[config.mk]
export PLATFORM = sky130hd
export DESIGN_NAME = positional_insert_delete_array_core
export DESIGN_NICKNAME = d
export VERILOG_FILES = /design/src/sv/pida_pkg.sv /design/src/sv/pida_ctrl.sv /design/src/sv/pida_dpath.sv /design/src/sv/positional_insert_delete_array_core.sv
export SDC_FILE = /design/constraint.sdc
export NUM_CORES = 2
export LEC_CHECK = 0
export BUFFER_PORTS_ARGS = -buffer_cell sky130_fd_sc_hd__buf_2
export CELL_PAD_IN_SITES_DETAIL_PLACEMENT = 0
export CELL_PAD_IN_SITES_GLOBAL_PLACEMENT = 1
export CORE_UTILIZATION = 34
export CTS_CLUSTER_DIAMETER = 100
export DETAILED_ROUTE_END_ITERATION = 10
export HOLD_SLACK_MARGIN = 0.03
export PLACE_DENSITY = 0.58
export SYNTH_ARGS = -nofsm -noshare
export SYNTH_HDL_FRONTEND = slang
export SYNTH_SLANG_ARGS = --single-unit
[constraint.sdc]
create_clock -name aclk -period 9.2 [get_ports aclk]
set_clock_uncertainty 0.2 [all_clocks]
set_input_delay 2.76 -clock aclk [delete_from_list [all_inputs] [get_ports aclk]]
set_output_delay 2.76 -clock aclk [all_outputs]
set_load 0.01 [all_outputs]
[src/sv/pida_pkg.sv]
// Shared types and codes for the positional insert/delete array.
// Used by the controller, the datapath and the top level.
`timescale 1ns / 1ps
`default_nettype none

package pida_pkg;

    typedef enum logic [2:0] {
        CMD_CLEAR   = 3'd0,
        CMD_APPEND  = 3'd1,
        CMD_DISPLAY = 3'd2,
        CMD_INSERT  = 3'd3,
        CMD_DELETE  = 3'd4
    } cmd_code_t;

    localparam logic [1:0] STATUS_OK    = 2'd0;
    localparam logic [1:0] STATUS_BAD   = 2'd1;
    localparam logic [1:0] STATUS_FULL  = 2'd2;
    localparam logic [1:0] STATUS_EMPTY = 2'd3;

    localparam int ElemWidth  = 32;
    localparam int FieldWidth = 5;

    typedef enum logic [1:0] {
        DP_NONE,
        DP_EXEC,
        DP_DISP_STEP
    } dp_op_t;

    typedef struct packed {
        dp_op_t op;
    } dp_cmd_t;

    typedef struct packed {
        logic out_free;
        logic count_zero;
        logic disp_last;
    } dp_stat_t;

endpackage

`default_nettype wire

[src/sv/pida_ctrl.sv]
// Controller for the positional insert/delete array: accepts items and
// sequences display runs. Depends on pida_pkg.
`timescale 1ns / 1ps
`default_nettype none

module pida_ctrl (
    input  wire logic              aclk,
    input  wire logic              aresetn,
    input  wire logic              s_tvalid,
    output logic                   s_tready,
    input  wire logic [2:0]        command,
    input  wire pida_pkg::dp_stat_t stat,
    output pida_pkg::dp_cmd_t      cmd
);
    import pida_pkg::*;

    typedef enum logic {
        ST_IDLE,
        ST_DISPLAY
    } state_t;

    state_t state_reg;
    state_t state_next;
    logic   accept;

    assign s_tready = (state_reg == ST_IDLE) && stat.out_free;
    assign accept   = s_tvalid && s_tready;

    always_comb begin
        state_next = state_reg;
        cmd.op     = DP_NONE;
        case (state_reg)
            ST_IDLE: begin
                if (accept) begin
                    cmd.op = DP_EXEC;
                    if (command == CMD_DISPLAY && !stat.count_zero) begin
                        state_next = ST_DISPLAY;
                    end
                end
            end
            ST_DISPLAY: begin
                if (stat.out_free) begin
                    cmd.op = DP_DISP_STEP;
                    if (stat.disp_last) begin
                        state_next = ST_IDLE;
                    end
                end
            end
            default: begin
                state_next = ST_IDLE;
            end
        endcase
    end

    always_ff @(posedge aclk) begin
        if (!aresetn) begin
            state_reg <= ST_IDLE;
        end else begin
            state_reg <= state_next;
        end
    end

endmodule

`default_nettype wire

[src/sv/pida_dpath.sv]
// Datapath for the positional insert/delete array: element cells, count,
// display index and the result register. Depends on pida_pkg.
`timescale 1ns / 1ps
`default_nettype none

module pida_dpath #(
    parameter int DEPTH = 16
) (
    input  wire logic               aclk,
    input  wire logic               aresetn,
    input  wire pida_pkg::dp_cmd_t  cmd,
    output pida_pkg::dp_stat_t      stat,
    input  wire logic [2:0]         command,
    input  wire logic [4:0]         position,
    input  wire logic signed [31:0] item_value,
    input  wire logic               m_tready,
    output logic                    m_tvalid,
    output logic signed [31:0]      element,
    output logic [4:0]              element_index,
    output logic [4:0]              length,
    output logic [1:0]              status,
    output logic                    last
);
    import pida_pkg::*;

    localparam int CW = $clog2(DEPTH + 1);
    localparam int IW = (DEPTH > 1) ? $clog2(DEPTH) : 1;
    localparam int PW = (CW > FieldWidth) ? CW : FieldWidth;

    logic signed [ElemWidth-1:0] cells_reg [DEPTH];
    logic signed [ElemWidth-1:0] cells_next [DEPTH];
    logic [CW-1:0]               count_reg;
    logic [CW-1:0]               count_next;
    logic [IW-1:0]               disp_idx_reg;
    logic [IW-1:0]               disp_idx_next;
    logic                        m_tvalid_reg;
    logic signed [ElemWidth-1:0] elem_reg;
    logic [FieldWidth-1:0]       idx_reg;
    logic [FieldWidth-1:0]       len_reg;
    logic [1:0]                  status_reg;
    logic                        last_reg;

    logic                        load;
    logic signed [ElemWidth-1:0] o_elem;
    logic [FieldWidth-1:0]       o_idx;
    logic [1:0]                  o_status;
    logic                        o_last;
    logic [PW-1:0]               pos_ext;
    logic [PW-1:0]               count_ext;
    logic [PW-1:0]               count_next_ext;
    logic [PW-1:0]               disp_ext;
    logic [IW-1:0]               pos_idx;
    logic                        full;
    logic                        disp_last;

    assign pos_ext        = PW'(position);
    assign count_ext      = PW'(count_reg);
    assign count_next_ext = PW'(count_next);
    assign disp_ext       = PW'(disp_idx_reg);
    assign pos_idx        = pos_ext[IW-1:0];
    assign full           = (count_ext >= PW'(DEPTH));
    assign disp_last      = ((CW'(disp_idx_reg) + CW'(1)) == count_reg);

    assign stat.out_free   = !m_tvalid_reg || m_tready;
    assign stat.count_zero = (count_reg == '0);
    assign stat.disp_last  = disp_last;

    always_comb begin
        cells_next    = cells_reg;
        count_next    = count_reg;
        disp_idx_next = disp_idx_reg;
        load          = 1'b0;
        o_elem        = '0;
        o_idx         = '0;
        o_status      = STATUS_OK;
        o_last        = 1'b1;
        case (cmd.op)
            DP_EXEC: begin
                case (command)
                    CMD_CLEAR: begin
                        count_next = '0;
                        load       = 1'b1;
                    end
                    CMD_APPEND: begin
                        load   = 1'b1;
                        o_elem = item_value;
                        o_idx  = count_ext[FieldWidth-1:0];
                        if (full) begin
                            o_status = STATUS_FULL;
                        end else begin
                            cells_next[count_reg[IW-1:0]] = item_value;
                            count_next = count_reg + CW'(1);
                        end
                    end
                    CMD_DISPLAY: begin
                        if (count_reg == '0) begin
                            load     = 1'b1;
                            o_status = STATUS_EMPTY;
                        end else begin
                            disp_idx_next = '0;
                        end
                    end
                    CMD_INSERT: begin
                        load   = 1'b1;
                        o_elem = item_value;
                        o_idx  = position;
                        if (pos_ext > count_ext) begin
                            o_status = STATUS_BAD;
                        end else if (full) begin
                            o_status = STATUS_FULL;
                        end else begin
                            for (int i = 1; i < DEPTH; i++) begin
                                if (PW'(i) > pos_ext && PW'(i) <= count_ext) begin
                                    cells_next[i] = cells_reg[i-1];
                                end
                            end
                            cells_next[pos_idx] = item_value;
                            count_next = count_reg + CW'(1);
                        end
                    end
                    CMD_DELETE: begin
                        load  = 1'b1;
                        o_idx = position;
                        if (count_reg == '0) begin
                            o_status = STATUS_EMPTY;
                        end else if (pos_ext >= count_ext) begin
                            o_status = STATUS_BAD;
                        end else begin
                            o_elem = cells_reg[pos_idx];
                            for (int i = 0; i < DEPTH - 1; i++) begin
                                if (PW'(i) >= pos_ext && (PW'(i) + PW'(1)) < count_ext) begin
                                    cells_next[i] = cells_reg[i+1];
                                end
                            end
                            count_next = count_reg - CW'(1);
                        end
                    end
                    default: begin
                        load = 1'b0;
                    end
                endcase
            end
            DP_DISP_STEP: begin
                load          = 1'b1;
                o_elem        = cells_reg[disp_idx_reg];
                o_idx         = disp_ext[FieldWidth-1:0];
                o_last        = disp_last;
                disp_idx_next = disp_idx_reg + IW'(1);
            end
            default: begin
                load = 1'b0;
            end
        endcase
    end

    always_ff @(posedge aclk) begin
        cells_reg    <= cells_next;
        disp_idx_reg <= disp_idx_next;
        if (load) begin
            elem_reg   <= o_elem;
            idx_reg    <= o_idx;
            len_reg    <= count_next_ext[FieldWidth-1:0];
            status_reg <= o_status;
            last_reg   <= o_last;
        end
    end

    always_ff @(posedge aclk) begin
        if (!aresetn) begin
            count_reg    <= '0;
            m_tvalid_reg <= 1'b0;
        end else begin
            count_reg <= count_next;
            if (load) begin
                m_tvalid_reg <= 1'b1;
            end else if (m_tready) begin
                m_tvalid_reg <= 1'b0;
            end
        end
    end

    assign m_tvalid      = m_tvalid_reg;
    assign element       = elem_reg;
    assign element_index = idx_reg;
    assign length        = len_reg;
    assign status        = status_reg;
    assign last          = last_reg;

endmodule

`default_nettype wire

[src/sv/positional_insert_delete_array_core.sv]
// Positional insert/delete array, top level: stream ports around the
// controller and datapath. Depends on pida_pkg, pida_ctrl, pida_dpath.
//
// Usage:
//   The slave channel takes one command item: s_tuser carries the command
//   (clear, append, display, insert, delete), s_tdata the position and value.
//   The master channel returns result items: element, index, length and
//   status in m_tdata, m_tlast set on the final result of a command.
//   Insert and delete shift the affected cells in parallel; every edit finishes
//   in the cycle it is accepted and loads its single result. An edit item is
//   taken each cycle while results are drained, so edits run at 1 item/cycle.
//   Display emits count results (one if the list is empty), one per cycle while
//   drained, from the element cells through the result register; no new item is
//   taken until its last result is loaded. Unused command codes are taken and
//   produce no result. A stalled receiver holds the result register and blocks
//   s_tready. Reset empties the list (count goes to zero) and drops any pending
//   result; element storage is not cleared and needs no startup time.
`timescale 1ns / 1ps
`default_nettype none

module positional_insert_delete_array_core #(
    parameter int DEPTH = 16
) (
    input  wire logic        aclk,
    input  wire logic        aresetn,
    input  wire logic        s_tvalid,
    output logic             s_tready,
    input  wire logic [39:0] s_tdata,   // position[4:0], item_value[36:5], zero pad
    input  wire logic [2:0]  s_tuser,   // command[2:0]
    output logic             m_tvalid,
    input  wire logic        m_tready,
    output logic [47:0]      m_tdata,   // element[31:0], element_index[36:32],
                                        // length[41:37], status[43:42], zero pad
    output logic             m_tlast
);
    import pida_pkg::*;

    dp_cmd_t            cmd;
    dp_stat_t           stat;
    logic signed [31:0] element;
    logic [4:0]         element_index;
    logic [4:0]         length;
    logic [1:0]         status;

    pida_ctrl u_ctrl (
        .aclk     (aclk),
        .aresetn  (aresetn),
        .s_tvalid (s_tvalid),
        .s_tready (s_tready),
        .command  (s_tuser),
        .stat     (stat),
        .cmd      (cmd)
    );

    pida_dpath #(
        .DEPTH (DEPTH)
    ) u_dpath (
        .aclk          (aclk),
        .aresetn       (aresetn),
        .cmd           (cmd),
        .stat          (stat),
        .command       (s_tuser),
        .position      (s_tdata[4:0]),
        .item_value    (s_tdata[36:5]),
        .m_tready      (m_tready),
        .m_tvalid      (m_tvalid),
        .element       (element),
        .element_index (element_index),
        .length        (length),
        .status        (status),
        .last          (m_tlast)
    );

    assign m_tdata = {4'b0000, status, length, element_index, element};

endmodule

`default_nettype wire
==> impl_results.md <==
- Status: finished, final reports clean
- Final-layout setup total negative slack: 0 ns
- Number of nets in the final layout: 3,730
- WL final: 204.1 mm
- Post-synthesis instance area: 0.04316 mm2
- Core area: 0.1257 mm2
- Number of global-route vias before repair: 35,810
- Fill cell instance count of the final layout: 12,290
- Area growth from synthesis to layout: 9.840%
- Wire length of the first global-routing pass: 284.3 mm
- Number of library cell types mapped by synthesis: 76
- Post-layout min period: 6.457 ns
- Global-route usage over all layers: 31.14%
- Timing endpoint of the critical path: s_tready
- Max-cap check violation count: 0
- Required time at the worst-slack endpoint: 6.24 ns
- Hold Path Class: reg -> reg
- Number of nets with antenna violations after routing: 0
- Syn avg cell area: 11.09 um2
- Via count: 38,280
- Via density per instance: 7.105
- Cell count after synthesis: 3,892
- Commonest non-fill, non-tap cell in the layout: sky130_fd_sc_hd__edfxtp_1
- Worst vdd ir: 0.1267 mV
- Capturing element type of the critical path: output pin
- RSZ-0062 raised after global routing: false
- Sequential-to-total area share from yosys stat: 39.36%
- Critical setup path kind: in -> out
- Depth of the worst register-to-register path: 9
- Pin count of the biggest net entering global routing: 112
- Critical-path maximum fanout: 9
- Start point of the critical path: m_tready
- Leading register cell type out of synthesis: sky130_fd_sc_hd__edfxtp_1
- Total number of clock tree sinks: 568
- Top-Level Pins: 98
- TritonCTS Buffers: 74
- Setup slack on the worst flop-to-flop path: 4.34 ns
- Worst slew margin relative to its limit: 17.68%
- Setup bufs post-CTS: 0
- Flip-flop count of the largest register, all copies and words added: 512
- Worst Setup Slack post-DPL: 2.239 ns
- CTS tree: built
- Setup ws final: 2.743 ns
- Cell type with the largest total area after synthesis: sky130_fd_sc_hd__edfxtp_1
- Total count of hold-check failures in the final report: 0
- Antenna violations before repair: 23
- Arrival @ worst endpoint: 3.50 ns
- Latest clock arrival within the worst-skew pair: 0.70 ns
- Slew at the pin closest to its max-slew limit: 1.232 ns
- Total grt overflow: 0
- Clock-pin slew of the registers on the worst-case setup and hold paths: 0.06 ns
- Placed cells: 5,246
- Final Max Slew Viols: 0
- Endpoint of the lowest-slack register-to-register path: u_dpath.cells_reg[462]$_DFFE_PP_
- Die Y-Extent: 358.3 um
- Number of enable-type register cells in the synthesized netlist: 561
- Overall die area: 0.1284 mm2
- Ys Warns: 0
- Hold buffers post-CTS: 0
- Count of buffers from port buffering: 90
- Number of design-rule violations left by the first detailed-router iteration: 5,530
- Clock tree root driver cell: sky130_fd_sc_hd__clkbuf_16
- Post_cts resized: 0
- Synth area leaders: sky130_fd_sc_hd__edfxtp_1, sky130_fd_sc_hd__mux4_2, sky130_fd_sc_hd__mux2i_1
- Number of storage elements in the synthesis netlist: 568
- Final Cell Area: 0.04740 mm2
- Fraction of synthesized cell area taken by the top area cell type: 39.04%
- Final standard cell count with taps included and fillers excluded: 5,388
- Total leakage power: 0.01747 uW
- Horizontal die dimension: 358.3 um
- Effective utilization at floorplan: 34.32%
- Std-Cell Rows: 130
- H-tree depth reported by CTS: 3
- FFs w/ async S/R, synth: 0%
- Longest Clk Path Bufs: 3
- Drt pass-1 iters: 6
- Top library cells by usage in the layout, fill and taps aside: sky130_fd_sc_hd__edfxtp_1, sky130_fd_sc_hd__mux2i_1, sky130_fd_sc_hd__o21ai_0, sky130_fd_sc_hd__nor2_1, sky130_fd_sc_hd__mux4_2
- Number of design rule violations left after detail routing: 0
- Maximum clock frequency: 154.9 MHz
- Areal power density over the cells: 137.4 mW/mm2
- Average wire per standard cell: 37.88 um
- Hold Crit Start: u_dpath.cells_reg[29]$_DFFE_PP_
- DP Wirelength: 106.9 mm
- Post-route fraction of the period consumed by the critical path: 70.19%
- Routability-driven placement congestion ratio: 0.8224
- Source of the worst register-to-register timing path: u_dpath.count_ext[4]$_SDFF_PN0_
- Post-Place Cell Area: 0.04513 mm2
- Fraction of layout cells with a size suffix above 1: 17.53%
- CP startpoint kind: primary input
- Setup-failing EPs final: 0
## final cells by class
cell class | instances | area [um2] | area share, %
antenna | 8 | 20.02 | 0.04223
clock buffer | 95 | 2014 | 4.250
clock inverter | 39 | 235.2 | 0.4962
inverter | 43 | 161.4 | 0.3405
multi-input combinational | 2794 | 24600 | 51.90
sequential | 568 | 16990 | 35.83
tap | 1650 | 2064 | 4.355
timing repair buffer | 191 | 1321 | 2.787
## synthesized netlist by cell type, types with 4 or more instances
cell type	instances
sky130_fd_sc_hd__edfxtp_1	561
sky130_fd_sc_hd__mux2i_1	417
sky130_fd_sc_hd__o21ai_0	374
sky130_fd_sc_hd__nor2_1	353
sky130_fd_sc_hd__clkbuf_1	346
sky130_fd_sc_hd__mux4_2	288
sky130_fd_sc_hd__a211oi_1	264
sky130_fd_sc_hd__a22oi_1	165
sky130_fd_sc_hd__a221o_1	163
sky130_fd_sc_hd__a211o_1	161
sky130_fd_sc_hd__a21oi_1	153
sky130_fd_sc_hd__and3_1	102
sky130_fd_sc_hd__buf_2	86
sky130_fd_sc_hd__nand2_1	77
sky130_fd_sc_hd__inv_1	43
sky130_fd_sc_hd__o21ai_1	37
sky130_fd_sc_hd__o22ai_1	34
sky130_fd_sc_hd__a222oi_1	32
sky130_fd_sc_hd__a22o_1	32
sky130_fd_sc_hd__buf_4	28
sky130_fd_sc_hd__buf_1	23
sky130_fd_sc_hd__nand3_1	15
sky130_fd_sc_hd__ha_1	11
sky130_fd_sc_hd__nor2b_1	9
sky130_fd_sc_hd__a221oi_1	7
sky130_fd_sc_hd__and2_1	7
sky130_fd_sc_hd__dfxtp_1	7
sky130_fd_sc_hd__nor3_1	7
sky130_fd_sc_hd__buf_6	6
sky130_fd_sc_hd__nand2b_1	6
sky130_fd_sc_hd__nand4_1	4
sky130_fd_sc_hd__o2111ai_1	4
sky130_fd_sc_hd__xnor2_1	4
## power by group
group / switching (uW) / internal [uW] / total (uW)
logic: 497 / 237 / 735
clock network: 1280 / 1570 / 2850
registers: 35.7 / 2890 / 2930
total: 1820 / 4700 / 6510
## per-layer routing
layer,up-vias,global-route usage (%),wire length (um)
met5,-,0.2593,57
met4,10,12.39,8952
met3,461,7.497,23350
met2,2582,45.53,87910
met1,19690,44.01,83800
li1,15540,-,-
## how the worst min path moves through the flow
stage                                                 end  slack, ns  cells past startpoint
final                     u_dpath.cells_reg[61]$_DFFE_PP_       0.42                      2
after global routing      u_dpath.cells_reg[61]$_DFFE_PP_       0.45                      2
after CTS                 u_dpath.cells_reg[45]$_DFFE_PP_       0.42                      2
after detailed placement  u_dpath.cells_reg[61]$_DFFE_PP_       0.42                      2
after global placement    u_dpath.cells_reg[59]$_DFFE_PP_       0.40                      2
after floorplan           u_dpath.cells_reg[32]$_DFFE_PP_       0.37                      2
## stage by stage
step	total power, uW	hold WS [ns]	util [%]
global route	6665	0.4529	37.70
floorplan	3416	0.3740	-
finish	6515	0.4248	37.70
CTS	6538	0.4215	37.69
global placement	3692	0.4017	35.90
detailed placement	3698	0.4155	35.90
## worst max-delay path: stages
cell and delay, ns:
sky130_fd_sc_hd__buf_2 0.07, sky130_fd_sc_hd__nand2b_1 0.28, sky130_fd_sc_hd__nor2b_1 0.23, sky130_fd_sc_hd__buf_2 0.16
## kinds of logic (layout without fill, tap and decap cells)
| logic type | count (synthesis) | in the layout | synth area share, % |
|---|---|---|---|
| buffers and inverters | 533 | 368 | 5.236 |
| and+or+nand+nor | 598 | 598 | 6.193 |
| muxes | 705 | 705 | 24.70 |
| DFF | 568 | 568 | 39.36 |
| xor gates and xnor gates | 6 | 6 | 0.1218 |
| adders and majority gates | 11 | 11 | 0.3189 |
| other | 1 | 12 | 0.008689 |
| AOI/OAI and AO/OA | 1470 | 1470 | 24.06 |
Power figures use the tool's default switching activity.
